<file path="config.mk">
export PLATFORM = sky130hd
export DESIGN_NAME = ipv4_address_rewrite_checksum
export DESIGN_NICKNAME = d
export VERILOG_FILES = /design/src/iparc_pkg.sv /design/src/iparc_csum.sv /design/src/ipv4_address_rewrite_checksum.sv
export SDC_FILE = /design/constraint.sdc
export NUM_CORES = 1
export LEC_CHECK = 0
export BUFFER_PORTS_ARGS = -buffer_cell sky130_fd_sc_hd__clkbuf_2
export CORE_ASPECT_RATIO = 0.9
export CORE_MARGIN = 1
export CORE_UTILIZATION = 30
export DETAILED_ROUTE_END_ITERATION = 7
export PLACE_DENSITY = 0.48
export SKIP_LAST_GASP = 1
export SYNTH_ARGS = -nofsm -noshare
export SYNTH_HDL_FRONTEND = slang
export SYNTH_HIERARCHICAL = 1
export SYNTH_SLANG_ARGS = --single-unit
</file>
<file path="constraint.sdc">
create_clock -name i_clk -period 5.49 [get_ports i_clk]
set_clock_uncertainty 0.1 [all_clocks]
set_input_delay 0.2745 -clock i_clk [delete_from_list [all_inputs] [get_ports i_clk]]
set_output_delay 0.2745 -clock i_clk [all_outputs]
set_load 0.01 [all_outputs]
</file>
<file path="src/iparc_pkg.sv">
// Shared types, codes and a checksum helper for the IPv4 address rewrite block.
package iparc_pkg;

    typedef enum logic [1:0] {
        OP_NONE  = 2'd0,
        OP_ENCAP = 2'd1,
        OP_DECAP = 2'd2,
        OP_SWAP  = 2'd3
    } t_op;

    localparam logic [15:0] WORD_MASK = 16'hffff;

    // which header words the chosen mode writes
    typedef struct packed {
        logic src;
        logic dst;
        logic id;
        logic fr;
    } t_word_en;

    // control that travels with a word through the checksum pipe
    typedef struct packed {
        logic valid;
        logic did;
    } t_csum_ctl;

    // one RFC 1624 term: ~m + m' for a written word, else nothing
    function automatic logic [16:0] csum_term(input logic en, input logic [15:0] old_w,
                                              input logic [15:0] new_w);
        logic [16:0] t;
        t = {1'b0, ~old_w & WORD_MASK} + {1'b0, new_w};
        return en ? t : 17'd0;
    endfunction

endpackage

</file>
<file path="src/iparc_csum.sv">
// Three-stage incremental checksum pipe: term sums, first fold, second fold and complement (old checksum if unchanged).
module iparc_csum import iparc_pkg::*; (
    input  logic        i_clk,
    input  logic        i_rst_n,
    input  t_csum_ctl   i_ctl,
    input  t_word_en    i_en,
    input  logic [31:0] i_old_src,
    input  logic [31:0] i_new_src,
    input  logic [31:0] i_old_dst,
    input  logic [31:0] i_new_dst,
    input  logic [15:0] i_old_id,
    input  logic [15:0] i_new_id,
    input  logic [15:0] i_old_fr,
    input  logic [15:0] i_new_fr,
    input  logic [15:0] i_csum,
    output logic        o_valid,
    output logic [15:0] o_checksum
);

    t_csum_ctl   r2_ctl, r3_ctl, r4_ctl;
    logic [19:0] r2_sa, r2_sb;
    logic [15:0] r2_csum, r3_csum;
    logic [16:0] r3_fold;
    logic [15:0] r4_sum;

    logic [19:0] n2_sa, n2_sb, n3_total;
    logic [16:0] n3_fold;
    logic [15:0] n4_f2, n4_sum;

    always_comb begin
        n2_sa = {4'd0, ~i_csum}
              + {3'd0, csum_term(i_en.src, i_old_src[31:16], i_new_src[31:16])}
              + {3'd0, csum_term(i_en.src, i_old_src[15:0],  i_new_src[15:0])}
              + {3'd0, csum_term(i_en.dst, i_old_dst[31:16], i_new_dst[31:16])};
        n2_sb = {3'd0, csum_term(i_en.dst, i_old_dst[15:0], i_new_dst[15:0])}
              + {3'd0, csum_term(i_en.id,  i_old_id,        i_new_id)}
              + {3'd0, csum_term(i_en.fr,  i_old_fr,        i_new_fr)};
        n3_total = r2_sa + r2_sb;
        n3_fold  = {1'b0, n3_total[15:0]} + {13'd0, n3_total[19:16]};
        // after one fold the carry is a single bit and the low part is small
        n4_f2    = r3_fold[15:0] + {15'd0, r3_fold[16]};
        n4_sum   = r3_ctl.did ? ~n4_f2 : r3_csum;
    end

    always_ff @(posedge i_clk) begin
        if (!i_rst_n) begin
            r2_ctl <= '0;
            r3_ctl <= '0;
            r4_ctl <= '0;
        end else begin
            r2_ctl <= i_ctl;
            r3_ctl <= r2_ctl;
            r4_ctl <= r3_ctl;
        end
    end

    always_ff @(posedge i_clk) begin
        r2_sa   <= n2_sa;
        r2_sb   <= n2_sb;
        r2_csum <= i_csum;
        r3_fold <= n3_fold;
        r3_csum <= r2_csum;
        r4_sum  <= n4_sum;
    end

    assign o_valid    = r4_ctl.valid;
    assign o_checksum = r4_sum;

    a_valid_follows: assert property (@(posedge i_clk) disable iff (!i_rst_n)
        o_valid == $past(i_ctl.valid, 3))
        else $error("checksum pipe valid lost or invented");
    a_nodid_passes: assert property (@(posedge i_clk) disable iff (!i_rst_n)
        (o_valid && !r4_ctl.did) |-> (o_checksum == $past(i_csum, 3)))
        else $error("unchanged header altered its checksum");
    a_fold_fits: assert property (@(posedge i_clk) disable iff (!i_rst_n)
        (r3_ctl.valid && r3_fold[16]) |-> (r3_fold[15:0] < 16'h0010))
        else $error("first fold left a wide remainder");

endmodule

</file>
<file path="src/ipv4_address_rewrite_checksum.sv">
// Top level: IPv4 address rewrite with RFC 1624 incremental checksum update.
// Path: an accepted word is registered in the decode stage, then in the three checksum
//   pipe stages, and is on the result ports for one cycle.
// Throughput: one word per cycle; the decode stage plus the three-stage checksum
//   pipe are fully pipelined and busy stays low outside reset.
// Reset: synchronous, active low; clears the valid bits, payload is not reset.
// The receiver cannot stall: o_valid marks each result for exactly one cycle.
module ipv4_address_rewrite_checksum import iparc_pkg::*; (
    input  logic        i_clk,
    input  logic        i_rst_n,
    input  logic        start,
    output logic        busy,
    input  logic [1:0]  i_operation,
    input  logic        i_override_frag,
    input  logic [31:0] i_target_addr,
    input  logic [7:0]  i_ttl_limit,
    input  logic [31:0] i_entry_mask,
    input  logic [31:0] i_src_addr,
    input  logic [31:0] i_dst_addr,
    input  logic [15:0] i_ident,
    input  logic [15:0] i_frag_word,
    input  logic [7:0]  i_ttl,
    input  logic [15:0] i_hdr_checksum,
    output logic        o_valid,
    output logic [31:0] o_new_src_addr,
    output logic [31:0] o_new_dst_addr,
    output logic [15:0] o_new_ident,
    output logic [15:0] o_new_frag_word,
    output logic [15:0] o_new_checksum,
    output logic        o_changed
);

    // rewritten header fields that ride along the checksum pipe
    typedef struct packed {
        logic [31:0] src;
        logic [31:0] dst;
        logic [15:0] id;
        logic [15:0] fr;
        logic        did;
    } t_pay;

    logic accept;

    // stage 1: mode decode
    logic        r1_valid;
    t_pay        r1_pay;
    t_word_en    r1_en;
    logic [31:0] r1_old_src, r1_old_dst;
    logic [15:0] r1_old_id, r1_old_fr, r1_csum;

    t_pay        n1_pay;
    t_word_en    n1_en;
    logic [15:0] mswap;
    logic        ttl_ok;

    // payload delay matching the checksum pipe
    t_pay        r2_pay, r3_pay, r4_pay;

    logic        csum_valid;
    logic [15:0] csum_out;
    t_csum_ctl   csum_ctl;

    // no back-pressure from inside; only reset holds off new words
    assign busy   = ~i_rst_n;
    assign accept = start & ~busy;

    // mask arrives in memory order: exchange bytes before the ident merges; the prefix match uses it as is
    assign mswap  = {i_entry_mask[7:0], i_entry_mask[15:8]};
    assign ttl_ok = i_ttl > i_ttl_limit;

    always_comb begin
        n1_pay.src = i_src_addr;
        n1_pay.dst = i_dst_addr;
        n1_pay.id  = i_ident;
        n1_pay.fr  = i_frag_word;
        n1_pay.did = 1'b0;
        n1_en      = '0;
        case (t_op'(i_operation))
            OP_ENCAP: begin
                n1_pay.did = 1'b1;
                n1_en.dst  = 1'b1;
                n1_pay.dst = i_target_addr;
                if (ttl_ok && i_override_frag) begin
                    // original destination tucked into ident/frag words
                    n1_pay.id = i_dst_addr[31:16];
                    n1_pay.fr = i_dst_addr[15:0];
                    n1_en.id  = 1'b1;
                    n1_en.fr  = 1'b1;
                end else if (ttl_ok) begin
                    n1_pay.id  = (i_src_addr[15:0] & mswap) | (i_ident & ~mswap);
                    n1_pay.src = i_dst_addr;
                    n1_en.id   = 1'b1;
                    n1_en.src  = 1'b1;
                end
            end
            OP_DECAP: begin
                if (i_override_frag) begin
                    // restore destination only when the source prefix matches
                    if ((i_src_addr & i_entry_mask) == i_target_addr) begin
                        n1_pay.did = 1'b1;
                        n1_pay.dst = {i_ident, i_frag_word};
                        n1_pay.id  = 16'd0;
                        n1_pay.fr  = 16'd0;
                        n1_en.dst  = 1'b1;
                        n1_en.id   = 1'b1;
                        n1_en.fr   = 1'b1;
                    end
                end else begin
                    n1_pay.did = 1'b1;
                    n1_pay.dst = i_src_addr;
                    n1_pay.src = i_target_addr | {16'd0, i_ident & mswap};
                    n1_en.dst  = 1'b1;
                    n1_en.src  = 1'b1;
                end
            end
            OP_SWAP: begin
                if (ttl_ok) begin
                    n1_pay.did = 1'b1;
                    n1_pay.dst = i_target_addr;
                    n1_en.dst  = 1'b1;
                end
            end
            default: begin
                // no match: header passes untouched
                n1_pay.did = 1'b0;
            end
        endcase
    end

    always_ff @(posedge i_clk) begin
        if (!i_rst_n) begin
            r1_valid <= 1'b0;
        end else begin
            r1_valid <= accept;
        end
    end

    always_ff @(posedge i_clk) begin
        r1_pay     <= n1_pay;
        r1_en      <= n1_en;
        r1_old_src <= i_src_addr;
        r1_old_dst <= i_dst_addr;
        r1_old_id  <= i_ident;
        r1_old_fr  <= i_frag_word;
        r1_csum    <= i_hdr_checksum;
        r2_pay     <= r1_pay;
        r3_pay     <= r2_pay;
        r4_pay     <= r3_pay;
    end

    assign csum_ctl.valid = r1_valid;
    assign csum_ctl.did   = r1_pay.did;

    iparc_csum u_csum (
        .i_clk      (i_clk),
        .i_rst_n    (i_rst_n),
        .i_ctl      (csum_ctl),
        .i_en       (r1_en),
        .i_old_src  (r1_old_src),
        .i_new_src  (r1_pay.src),
        .i_old_dst  (r1_old_dst),
        .i_new_dst  (r1_pay.dst),
        .i_old_id   (r1_old_id),
        .i_new_id   (r1_pay.id),
        .i_old_fr   (r1_old_fr),
        .i_new_fr   (r1_pay.fr),
        .i_csum     (r1_csum),
        .o_valid    (csum_valid),
        .o_checksum (csum_out)
    );

    assign o_valid         = csum_valid;
    assign o_new_src_addr  = r4_pay.src;
    assign o_new_dst_addr  = r4_pay.dst;
    assign o_new_ident     = r4_pay.id;
    assign o_new_frag_word = r4_pay.fr;
    assign o_new_checksum  = csum_out;
    assign o_changed       = r4_pay.did;

    a_latency: assert property (@(posedge i_clk) disable iff (!i_rst_n)
        o_valid == $past(accept, 4))
        else $error("result strobe does not follow accepted word");
    a_nomatch: assert property (@(posedge i_clk) disable iff (!i_rst_n)
        (o_valid && ($past(i_operation, 4) == OP_NONE)) |-> !o_changed)
        else $error("no-match word reported as changed");
    a_unchanged_csum: assert property (@(posedge i_clk) disable iff (!i_rst_n)
        (o_valid && !o_changed) |-> (o_new_checksum == $past(i_hdr_checksum, 4)))
        else $error("unchanged word carries a new checksum");
    a_swap_src: assert property (@(posedge i_clk) disable iff (!i_rst_n)
        (o_valid && ($past(i_operation, 4) == OP_SWAP)) |->
        (o_new_src_addr == $past(i_src_addr, 4)))
        else $error("swap mode touched the source address");

endmodule
</file>
Yosys cells after proc, flatten, opt, wreduce, memory -nomap -nowiden

Index checks and enable logic that the tools add are counted.

Add/sub/neg operators: 14
Magnitude comparators: 1
Eq/ne operators: 4
Mux-type cells: 33
Bitwise logic cells: 17
Reductions and logical operators: 1

Operators with widths:

| operator                                    | count |
|---|---|
| 2-to-1 mux 32 bit                           | 6 |
| inverter 16 bit                             | 9 |
| case mux 32 bit (2 select lines)            | 2 |
| adder 16 x 16 -> 17 bit                     | 6 |
| 2-to-1 mux 17 bit                           | 6 |
| case mux 32 bit (3 select lines)            | 1 |
| 2-to-1 mux 65 bit                           | 1 |
| 2-to-1 mux 16 bit                           | 4 |
| adder 20 x 17 -> 20 bit                     | 3 |
| AND 16 bit                                  | 3 |
| AND 32 bit                                  | 1 |
| equality test 32 bit                        | 1 |
| bitwise OR 32 x 16 -> 32 bit                | 1 |
| adder 20 bit                                | 1 |
| adder 16 x 17 -> 18 bit                     | 1 |
| adder 17 x 17 -> 18 bit                     | 1 |
| adder 16 x 4 -> 17 bit                      | 1 |
| adder 16 x 1 -> 16 bit                      | 1 |
| bitwise OR 16 bit                           | 1 |
| greater-than comparator 8 bit               | 1 |
| 2-to-1 mux 1 bit                            | 7 |
| case mux 1 bit (3 select lines)             | 2 |
| equality test 2 bit (second input constant) | 2 |
| case mux 2 bit (2 select lines)             | 1 |
| 7 further kinds                             | 7 |

Bits in registers: 615
Input bits: 198
Output and inout port bits: 115
Logic and storage cells: 111

Depth between registers and ports, before layout

Word-level depth: 6
Gate-level depth with buffers: 22
Depth with buffers taken out: 22

Modules after synthesis

The synthesis kept the hierarchy.

Modules (own cells, without submodules):

| module                        | instances | cells an instance | area each (um^2) | seq. area each (um^2) |
|---|---|---|---|---|
| ipv4_address_rewrite_checksum | 1         | 1085              | 13835.8          | 10089.7 |
| iparc_csum                    | 1         | 1366              | 11187.0          | 2162.1 |

Worst setup path after synthesis

No wires, ideal clock.

Path kind: register to register
Start: register r1_old_src[16]
End: register u_csum.r2_sa[17]
Library setup time: 72 ps
Arrival: 4391 ps
Required time: 5318 ps
Path slack: 927 ps
Cell stages (with the launch flop): 20
Path buffers: 0
Clock period less this slack: 4563 ps
Path through: dfxtp_1 -> inv_1 -> ha_1 -> fa_1 -> a211oi_1 -> o21ai_0 -> a31oi_1 -> o41ai_1 -> o21ai_0 -> o21ai_0 -> nand2_1 -> nor3b_1 -> fa_1 -> fa_1 -> ha_1 -> a21o_1 -> a21oi_1 -> o31ai_1 -> a21oi_1 -> xnor2_1

Cells in the longest elaborated chain, start to end: 6

RTL lines:

| item                       | RTL line                             | RTL |
|---|---|---|
| from (decl)                | ipv4_address_rewrite_checksum.sv:48  | `logic [31:0] r1_old_src, r1_old_dst;` |
| from (signal assigned)     | ipv4_address_rewrite_checksum.sv:141 | `r1_old_src <= i_src_addr;` |
| inverter 16 bit            | iparc_pkg.sv:31                      | `t = {1'b0, ~old_w & WORD_MASK} + {1'b0, new_w};` |
| adder 16 x 16 -> 17 bit    | iparc_pkg.sv:31                      |  |
| 2-to-1 mux 17 bit          | iparc_pkg.sv:32                      | `return en ? t : 17'd0;` |
| adder 16 x 17 -> 18 bit    | iparc_csum.sv:32                     | `+ {3'd0, csum_term(i_en.src, i_old_src[31:16], i_new_src[31:16])}` |
| adder 20 x 17 -> 20 bit    | iparc_csum.sv:33                     | `+ {3'd0, csum_term(i_en.src, i_old_src[15:0], i_new_src[15:0])}` |
| adder 20 x 17 -> 20 bit    | iparc_csum.sv:34                     | `+ {3'd0, csum_term(i_en.dst, i_old_dst[31:16], i_new_dst[31:16])};` |
| named net u_csum.n2_sa[17] | iparc_csum.sv:26                     | `logic [19:0] n2_sa, n2_sb, n3_total;` |
| to (signal assigned)       | iparc_csum.sv:58                     | `r2_sa <= n2_sa;` |
| to (decl)                  | iparc_csum.sv:21                     | `logic [19:0] r2_sa, r2_sb;` |

The timed path passes the listed nets, and every way through them passes these cells.
A chain may end at the register's enable or synchronous reset.

Final worst setup path

Ends and elaborated chain as after synthesis.

==> results.txt <==
final net count -> 3,345
post-synthesis sequential area ratio -> 0.490
largest family of logic cells by synthesized area -> compound AO/OA/AOI/OAI gates
worst vdd ir -> 0.205 mV
unique cell type count in the Yosys netlist -> 74
initial core utilization -> 0.303
Worst EP required -> 5910 ps
Syn Area/Cell -> 10.2 um2
CTS tree -> built
Die ar. -> 84,600 um2
initial drt markers -> 1,450
GRT Total Usage -> 0.205
crit-path cells -> inv_1 > ha_1 > fa_1 > a211oi_1 > o21ai_0 > a31oi_1 > o41ai_1 > o21ai_0 > o21ai_0 > nand2_1 > nor3b_1 > fa_1 > fa_1 > ha_1 > a21o_1 > a21oi_1 > o31ai_1 > a21oi_1 > xnor2_1
Total Neg Setup Slack -> 0 ps
post-cts sizing count -> 0
CP delay by family, top -> adder cells
Area contributors post-synth -> dfxtp_1 (49%), ha_1 (8.4%), fa_1 (4.7%)
worst reg2reg startpoint -> r1_old_src[16]
hold-critical path endpoint -> r1_pay[45]
Crit Path Class -> flop to flop
Max FO, Critical Path -> 4
initial antenna violation count -> 10
DRT Pass-1 Iters -> 6
run status -> finished, final reports clean
EDFF count, synth -> 0
final hold vios -> 0
CTS buffer count -> 67
Hold Startpoint -> i_target_addr[12]
crit-path max cell delay -> 500 ps
CORE AREA -> 82,600 um2
Startpoint Class -> flop
Fill cells -> 8,239
PwrDens -> 413 nW/um2
Synth Area in XOR/XNOR -> 0.0438
Slew @ Worst Pin -> 1080 ps
Die Height -> 276 um
number of synthesized register bits -> 612
dpl hpwl -> 69,000 um
Yosys top cell by area -> dfxtp_1
Setup crit start -> r1_old_src[16]
Multi-input gate area -> 11,700 um2
Sequential Area -> 12,300 um2
clock sink total -> 612
Gate Count Post-Synth -> 2,451
Hold Path Class -> primary input to flop
max_cap viols -> 0
slew margin rel. -> 0.279
Mapped Area -> 25,000 um2
Final min period -> 5120 ps
first-pass GRT wire length -> 129,000 um
number of global-route vias before repair -> 20.0k
post-synthesis mux area share -> 0.00790
area share of fa/ha/maj cells after synthesis -> 0.131
DRT Wirelength -> 87,900 um
H-tree levels -> 3
Vias -> 20.0k
RSZ-0062 raised after global routing -> no
Die X -> 306 um
wire length per cell -> 21.7 um
gr ovfl total -> 0
largest net degree at the start of global routing -> 50
Fmax -> 195 MHz
slowest CP cell -> fa_1
syn nets -> 2,876
final setup fails -> 0
reg2reg setup slack -> 370 ps
Reg2Reg Capture Point -> u_csum/r2_sa[17]
routability congestion estimate -> 0.887
dominant synthesized flop cell -> dfxtp_1
Worst Path Buf+Inv -> 1
Port Buffer Count -> 312
ys async rst share -> 0
DRC -> 0
routed vias/inst -> 4.93
Area Growth Syn to Fin -> 25.9%
final instance area -> 31,500 um2
Yosys top cell area share -> 0.490
final period utilization -> 0.933
warnings from Yosys -> 6
Clock Tree Buf Depth -> 3
area fraction in compound gates after synthesis -> 0.177
critical path arrival -> 5550 ps
clock root cell -> clkbuf_16
share of cells above drive strength 1 -> 0.159
Leak -> 14.5 nW
Post-Synth Simple-Gate Area -> 0.105
Critical Path End Type -> flop
clk_lat worst skew -> 620 ps
cell row count -> 100
Final ANT Viol Nets -> 0
Ports -> 313
clock-pin slew on the worst setup and hold paths -> 60 ps
Post-Place Cell Area -> 27,800 um2
WHS Path Cells -> 3
Slew Limit Fails -> 0
R2R depth -> 19
-- report_power, final --
group	internal, mW	total (mW)	switching, mW
logic	1.27	3.01	1.73
clock network	2.81	4.67	1.86
registers	5.03	5.33	0.305
-- cells in the final DEF, fill, tap and decap left out, drive strengths merged, types with 13 or more instances in the layout --
master / Yosys / layout
a211oi: 27 / 27
a21o: 57 / 57
a21oi: 166 / 166
a221o: 16 / 16
a22o: 32 / 32
a22oi: 48 / 48
a2bb2oi: 31 / 31
a31oi: 15 / 15
and2: 23 / 23
and3: 29 / 29
buf: 13 / 19
clkbuf: 53 / 400
clkinv: 1 / 20
dfxtp: 612 / 612
dlygate4sd3: 0 / 135
fa: 59 / 59
ha: 168 / 168
inv: 231 / 234
mux2: 14 / 14
nand2: 140 / 140
nand2b: 14 / 14
nand3: 57 / 57
nand4: 13 / 13
nor2: 132 / 132
nor2b: 17 / 17
nor3: 62 / 62
nor3b: 21 / 21
o211ai: 14 / 14
o21a: 24 / 24
o21ai: 70 / 70
o21bai: 15 / 15
o221ai: 46 / 46
xnor2: 76 / 76
xor2: 49 / 49
-- Yosys cell counts, types with 48 or more instances --
master    number
xor2_1        49
nand2_1      139
xnor2_1       76
dfxtp_1      612
clkbuf_1      53
ha_1         168
inv_1        231
nor2_1       132
fa_1          59
a21o_1        57
nor3_1        62
o21ai_0       61
a21oi_1      166
nand3_1       57
a22oi_1       48
-- what timing repair did --
item,4_1_cts,5_1_grt
endpoints found under the hold margin,206,0
hold buffers,135,0
setup buffers,0,0
-- kinds of logic after synthesis --
logic type,count (synthesis)
xor gates and xnor gates,125
AOI/OAI and AO/OA,631
DFF,612
muxes,18
buffers and inverters,298
adders and majority gates,227
and+or+nand+nor,540
-- through the flow --
step	hold WS [ps]	total power [mW]	util	setup slack, ps	std cells
2_1_floorplan	202	7.31	-	927	2451
3_3_place_gp	211	8.30	0.337	473	3787
3_5_place_dp	212	8.34	0.337	387	3787
4_1_cts	26.9	13.2	0.381	368	4042
5_1_grt	44.4	13.7	0.381	52.7	4046
6_report	76.9	13.0	0.381	366	4047
-- tightest hold or removal path, cell delays in order --
cell and delay (ps):
clkbuf_2 190, a22oi_1 120, a2bb2oi_1 150
-- flip-flops by register name, summed over array words and instances (netlist names), 2 cells and up --
signal / cells
o_new_dst_addr: 32
o_new_frag_word: 16
o_new_ident: 16
o_new_src_addr: 32
r1_csum: 16
r1_en: 4
r1_old_dst: 32
r1_old_fr: 16
r1_old_id: 16
r1_old_src: 32
r1_pay: 96
r2_pay: 97
r3_pay: 97
u_csum/o_checksum: 16
u_csum/r2_csum: 16
u_csum/r2_ctl: 2
u_csum/r2_sa: 19
u_csum/r2_sb: 19
u_csum/r3_csum: 16
u_csum/r3_ctl: 2
u_csum/r3_fold: 17
-- cell type report --
cell class | count | area share
flip-flops and latches | 612 | 0.389
multi-input cells | 1541 | 0.370
repair buffers | 466 | 0.0970
clock buffers | 88 | 0.0583
well taps | 1071 | 0.0426
inverters | 232 | 0.0277
clock inverters | 32 | 0.0146
diodes | 5 | 0.000397
-- routing by layer --
layer | up-vias | track usage | routed length, um
li1 | 9549 | - | -
met5 | - | 0 | 40
met3 | 161 | 0.0455 | 6590
met2 | 828 | 0.334 | 39500
met4 | 6 | 0.0689 | 2720
met1 | 9416 | 0.269 | 39100
-- how the worst max path moves through the flow --
stage	end	slack (ps)	depth (start not counted)
final	u_csum/r2_sa[17]	370	19
after global routing	u_csum/r2_sa[16]	50	22
after CTS	u_csum/r2_sa[17]	370	19
after detailed placement	u_csum/r2_sa[17]	390	19
after global placement	u_csum/r2_sa[17]	470	19
after floorplan	u_csum/r2_sa[17]	930	19
Power figures use the tool's default switching activity.
